--- src/hdl/lwi_pkg.sv ---
// ----------------------------------------------------------------------------
// lwi_pkg
// Shared types and constants of the looped waypoint interpolator.
// ----------------------------------------------------------------------------
`default_nettype none
package lwi_pkg;

	localparam int MAX_WAYPOINTS = 64;
	localparam int ADDR_W        = $clog2(MAX_WAYPOINTS);
	localparam int CNT_W         = $clog2(MAX_WAYPOINTS + 1);
	localparam int TIME_W        = 32;
	localparam int ANGLE_W       = 16;
	localparam int DIFF_W        = ANGLE_W + 1;
	localparam int PROD_W        = DIFF_W + TIME_W + 1;
	localparam int DVD_W         = ANGLE_W + TIME_W;
	localparam int DIV_STEPS     = DVD_W;
	localparam int STEP_W        = $clog2(DIV_STEPS + 1);
	localparam int QUEUE_DEPTH   = 2;
	localparam int QPTR_W        = $clog2(QUEUE_DEPTH);
	localparam int QCNT_W        = $clog2(QUEUE_DEPTH + 1);

	typedef enum logic {
		KIND_LOAD  = 1'b0,
		KIND_QUERY = 1'b1
	} kind_t;

	typedef enum logic [1:0] {
		STATUS_OK       = 2'd0,
		STATUS_EMPTY    = 2'd1,
		STATUS_ZERO_DUR = 2'd2
	} status_t;

	typedef enum logic [3:0] {
		S_IDLE,
		S_MOD,
		S_SCAN0,
		S_SCAN,
		S_MUL,
		S_DIVST,
		S_DIV,
		S_RES
	} state_t;

	typedef struct packed {
		kind_t                     kind;
		logic [TIME_W-1:0]         time_ms;
		logic signed [ANGLE_W-1:0] gamma_angle;
		logic signed [ANGLE_W-1:0] theta_angle;
		logic                      last_waypoint;
	} item_t;

	typedef struct packed {
		logic [TIME_W-1:0]         time_ms;
		logic signed [ANGLE_W-1:0] gamma;
		logic signed [ANGLE_W-1:0] theta;
	} entry_t;

	localparam int ENTRY_W = $bits(entry_t);

	typedef struct packed {
		logic              start;
		logic [DVD_W-1:0]  dividend;
		logic [TIME_W-1:0] divisor;
	} div_req_t;

	typedef struct packed {
		logic              busy;
		logic              done;
		logic [DVD_W-1:0]  quotient;
		logic [TIME_W-1:0] remainder;
	} div_rsp_t;

endpackage
`default_nettype wire

--- src/hdl/lwi_front.sv ---
// ----------------------------------------------------------------------------
// lwi_front
// Input side: accept transactions, classify them and queue them for the back end.
// ----------------------------------------------------------------------------
`default_nettype none
module lwi_front (
	input  wire logic          clk,
	input  wire logic          arst_n,
	input  wire logic          in_valid,
	output logic               in_ready,
	input  wire logic [63:0]   in_data,
	input  wire logic          in_user,
	input  wire logic          in_last,
	output logic               q_valid,
	output lwi_pkg::item_t     q_item,
	input  wire logic          q_pop
);

	lwi_pkg::item_t                   buf_q [lwi_pkg::QUEUE_DEPTH];
	logic [lwi_pkg::QPTR_W-1:0]       wr_ptr_q;
	logic [lwi_pkg::QPTR_W-1:0]       rd_ptr_q;
	logic [lwi_pkg::QCNT_W-1:0]       cnt_q;
	lwi_pkg::item_t                   item_d;
	logic                             push;
	logic                             pop;

	assign in_ready = (cnt_q != lwi_pkg::QCNT_W'(lwi_pkg::QUEUE_DEPTH));
	assign q_valid  = (cnt_q != '0);
	assign q_item   = buf_q[rd_ptr_q];
	assign push     = in_valid && in_ready;
	assign pop      = q_pop && q_valid;

	always_comb begin
		item_d.kind          = in_user ? lwi_pkg::KIND_QUERY : lwi_pkg::KIND_LOAD;
		item_d.time_ms       = in_data[31:0];
		item_d.gamma_angle   = in_data[47:32];
		item_d.theta_angle   = in_data[63:48];
		item_d.last_waypoint = in_last;
	end

	always_ff @(posedge clk) begin
		if (push) begin
			buf_q[wr_ptr_q] <= item_d;
		end
	end

	always_ff @(posedge clk or negedge arst_n) begin
		if (!arst_n) begin
			wr_ptr_q <= '0;
			rd_ptr_q <= '0;
			cnt_q    <= '0;
		end else begin
			if (push) begin
				wr_ptr_q <= wr_ptr_q + 1'b1;
			end
			if (pop) begin
				rd_ptr_q <= rd_ptr_q + 1'b1;
			end
			if (push && !pop) begin
				cnt_q <= cnt_q + 1'b1;
			end else if (pop && !push) begin
				cnt_q <= cnt_q - 1'b1;
			end
		end
	end

endmodule
`default_nettype wire

--- config.mk ---
export PLATFORM = sky130hd
export DESIGN_NAME = lwi_front
export DESIGN_NICKNAME = d
export VERILOG_FILES = /design/src/hdl/lwi_pkg.sv /design/src/hdl/lwi_front.sv
export SDC_FILE = /design/constraint.sdc
export NUM_CORES = 1
export LEC_CHECK = 0
export BUFFER_PORTS_ARGS = -buffer_cell sky130_fd_sc_hd__buf_2
export CAP_MARGIN = 20
export CORE_AREA = 2 2 99 101
export CTS_CLUSTER_SIZE = 16
export DETAILED_ROUTE_END_ITERATION = 10
export DIE_AREA = 0 0 101 103
export PLACE_DENSITY_LB_ADDON = 0.1
export SYNTH_ARGS = -nofsm -noshare
export SYNTH_HDL_FRONTEND = slang
export SYNTH_SLANG_ARGS = --single-unit
--- constraint.sdc ---
create_clock -name clk -period 7.84 [get_ports clk]
set_clock_uncertainty 0.1 [all_clocks]
set_input_delay 0.392 -clock clk [delete_from_list [all_inputs] [get_ports clk]]
set_output_delay 0.392 -clock clk [all_outputs]
set_load 0.01 [all_outputs]
; ---- Yosys cells after proc, flatten, opt, wreduce, memory -nomap -nowiden
; Memories as Yosys holds them, arrays and structs flattened.
; Index checks and enable logic that the tools add are counted.
[classes]
mux = 5
n_eq_ne = 1
reduce_logical = 8
addsub = 4
[ops]
columns = cell, n
row1 = $logic_and A1 B1 Y1, 4
row2 = $mux W2, 2
row3 = $reduce_bool A2 Y1, 2
row4 = $mux W1, 3
row5 = $add A1 B1 Y1 const B, 2
row6 = $add A2 B1 Y2 const B, 1
row7 = $logic_not A1 Y1, 2
row8 = $ne A2 B2 Y1 const B, 1
row9 = $sub A2 B1 Y2 const B, 1
[totals]
memories = 1
ram_bits = 132
input_bits = 70
output_inout_bits = 68
register_bits = 4
elab_cells = 22
[memory_table]
columns = memory, depth, width, read_ports, rd_ports_with_merged_regs, write_ports, line
row1 = buf_q, 2, 66, 1, 0, 1, lwi_front.sv:19  ; lwi_pkg::item_t buf_q [lwi_pkg::QUEUE_DEPTH];

; ---- Longest topological paths before layout
[depth]
ltp_word = 6
ltp_mapped = 7
ltp_nobuf = 7

; ---- Worst setup path after synthesis
; Ideal clock, no wire load.
[synth_path]
path_kind = reg2reg
from = register cnt_q[0] (netlist name)
to = memory buf_q[0][0] (netlist name) (enable)
required_time_ns = 7.250
path_stages_with_launch = 4
setup_ns = 0.490
arrival_time_ns = 3.458
period_less_slack_ns = 4.049
path_buffers = 0
path_slack_ns = 3.791
cell_sequence = dfrtp_1 nand2b_1 nand2_1 nor2_1
[synth_via]
elab_chain_len = 4
[synth_rtl]
columns = element, line
row1 = start: declaration, lwi_front.sv:22  ; logic [lwi_pkg::QCNT_W-1:0] cnt_q;
row2 = start signal: assignment, lwi_front.sv:60  ; cnt_q <= cnt_q + 1'b1;
row3 = start signal: assignment, lwi_front.sv:62  ; cnt_q <= cnt_q - 1'b1;
row4 = $ne A2 B2 Y1, lwi_front.sv:27  ; assign in_ready = (cnt_q != lwi_pkg::QCNT_W'(lwi_pkg::QUEUE_DEPTH));
row5 = net in_ready, lwi_front.sv:10  ; output logic in_ready,
row6 = $logic_and A1 B1 Y1, lwi_front.sv:30  ; assign push = in_valid && in_ready;
row7 = $mux W1, lwi_front.sv:42  ; if (push) begin
row8 = $mux W1 (implied by the code), lwi_front.sv:43  ; buf_q[wr_ptr_q] <= item_d;
row9 = end: declaration, lwi_front.sv:19
; The timed path passes the listed nets, and every way through them passes these cells.

==> results.py <==
metrics = {
    "outcome": {
        "outcome": "completed",
    },
    "critical_path": {
        "cp_max_fo": 67,
        "crit_arrival_ps": 2260,
        "reg2regPathDepth": 4,
        "critPathCaptureType": "primary output",
        "cpMaxStageDelayCell": "dfrtp_4",
        "cp_cell_sequence": "mux2_2 -> buf_2",
        "crit_type": "reg -> out",
        "reg2reg_slack_ps": 5620,
        "timing.rr.end": "buf_q[0][22]",
        "r2r-start": "cnt_q[0]",
        "cp_slowest_stage_delay_ps": 1140,
        "crit_required_ps": 7350,
        "start_kind": "register",
    },
    "clocking": {
        "cts.sinks": 136,
        "cts_buffers": 17,
        "clockBufferDepth": 2,
        "post_cts_buffers": 0,
        "post_cts_resized": 0,
        "clkTransAtPathRegs_ps": 60,
        "h-tree-depth": 4,
        "cts_tree": "done",
        "worstSkewPairLatency_ps": 500,
        "cts_hold_buf": 67,
        "ctsRootBufferMaster": "clkbuf_8",
    },
    "sta": {
        "rsz0062_at_grt": "false",
        "slew_headroom_pct": 27.7,
        "setup_tns_ps": 0,
        "timing.hold.ws_ps": 116,
        "setup_viol": 0,
        "tightest_slew_ps": 1080,
        "fmax_ghz": 0.363,
        "fin_crit_ps": 2750,
        "finalCritPeriodShare_pct": 35.1,
        "hold_violations": 0,
        "maxSlewViolCount": 0,
    },
    "global_routing": {
        "first_global_vias": 2847,
        "grt_max_degree": 68,
        "overflow": 0,
        "antenna_found_initial": 0,
        "grtUsageTotal_pct": 17.6,
        "grt_pass1_wl_um": 13400,
    },
    "floorplan": {
        "design.die.area_um2": 10400,
        "rows": 36,
        "ios": 138,
        "die_x_um": 101,
        "die_h_um": 103,
        "start_util_pct": 53.6,
        "core_um2": 9460,
    },
    "route": {
        "drt_iter0_markers": 70,
        "via_per_inst": 4.90,
        "via_count": 2782,
        "wl_um": 9020,
        "post_drt_wl_per_cell_um": 15.9,
        "drc_errors": 0,
        "dr.pass1.iters": 6,
        "postRouteAntennaNets": 0,
    },
    "layout": {
        "final_util_pct": 75.1,
        "fill_cells": 577,
        "area_growth_pct": 40.2,
        "drive_above_1_share_pct": 52.9,
        "layout.cells.most_common_list": "buf_2 (137), edfxtp_1 (132), dlygate4sd3_1 (67)",
        "diodes": 0,
        "nets": 512,
        "layout_commonest_cell": "buf_2",
    },
    "synthesis": {
        "syn_area_per_cell_um2": 22.7,
        "netlist_area_um2": 5070,
        "synth_cell_types": 16,
        "synth_fp_nets": 294,
        "yosysSeqAreaShare_pct": 80.2,
        "synth_cells": 223,
        "yosysWarnings": 0,
        "ys_ff_latch": 136,
    },
    "placed_design": {
        "gp_congestion": 0.680,
        "portBuffers": 137,
        "dp_hpwl_um": 5190,
    },
    "min_path": {
        "worstHoldEndpoint": "rd_ptr_q",
        "worstHoldPathType": "in -> reg",
        "worstHoldStart": "q_pop",
        "hold_depth": 3,
    },
    "power": {
        "ir_drop_mv": 0.249,
        "power.density_nw_per_um2": 356,
        "p_leak_nw": 2.80,
    },
    "flow_run": {
        "maxCapViolations": 0,
    },
}
synth_stat cells:
library cell  number  area [um2]
buf_6              3        33.8
or2_2              1        6.26
mux2_2            36         405
xnor2_1            3        26.3
inv_1              1        3.75
nand2b_1           1        6.26
buf_2              3        15.0
xor2_1             2        17.5
dfrtp_1            4         100
edfxtp_1         132        3960
mux2_4            30         450
ha_1               1        12.5
and3_1             1        6.26
nand2_1            2        7.51
buf_4              1        7.51
nor2_1             2        7.51
power breakdown:
| part | internal (mW) | leakage [nW] | switching (mW) | total (mW) |
|---|---|---|---|---|
| clock | 0.452 | 0.260 | 0.292 | 0.744 |
| sequential | 0.996 | 1.27 | 0.121 | 1.12 |
| combinational | 0.370 | 1.27 | 0.301 | 0.671 |
| total | 1.82 | 2.80 | 0.714 | 2.53 |
per-layer routing:
| layer | GRT usage, % | share of wire (%) | wire length (um) |
|---|---|---|---|
| met3 | 5.69 | 6.0 | 542 |
| met2 | 30.3 | 54 | 4860 |
| met1 | 20.0 | 39 | 3550 |
| met4 | 8.11 | 0.76 | 69 |
| met5 | 0 | 0 | 0 |
logic make-up after synthesis:
group / count (synthesis) / synth area share [%]
fa+ha+maj: 1 / 0.247
flops: 136 / 80.2
buf+inv: 8 / 1.18
simple gates: 7 / 0.667
mux: 66 / 16.9
xor+xnor: 5 / 0.864
layout make-up:
cell class | count | area, um2 | area share, %
clock buffers | 17 | 414 | 5.83
clock inverters | 15 | 154 | 2.17
inverters | 1 | 3.75 | 0.0528
multi-input cells | 79 | 955 | 13.4
flip-flops and latches | 136 | 4070 | 57.2
well taps | 114 | 143 | 2.01
repair buffers | 206 | 1370 | 19.3
stage by stage:
step / worst slack (ps) / power [mW] / instance area (um2) / cells
final: 5090 / 2.53 / 7110 / 568
after global routing: 4980 / 2.65 / 7110 / 568
after CTS: 5060 / 2.56 / 7110 / 568
after detailed placement: 5600 / 1.79 / 5870 / 469
after global placement: 5590 / 1.78 / 5870 / 469
after floorplan: 3790 / 1.56 / 5070 / 223
flip-flops by register name, indices dropped and copies added (netlist names):
name	cells
buf_q	132
cnt_q	2
rd_ptr_q	1
wr_ptr_q	1
worst max-delay path, delay by kind of cell, from the launching register on:
kind	cells	cell delay (ps)
buffers and inverters	1	140
DFF	1	1140
muxes	1	430
worst max-delay path by stage:
stage,startpoint,to,slack (ps),depth (start not counted)
final,rd_ptr_q,q_item[7],5090,2
after global routing,rd_ptr_q,q_item[48],4980,2
after CTS,rd_ptr_q,q_item[7],5060,2
after detailed placement,cnt_q[0],buf_q[0][27],5600,4
after global placement,rd_ptr_q,q_item[51],5590,2
after floorplan,cnt_q[0],buf_q[0][0],3790,3
(Power assumes the default switching activity.)
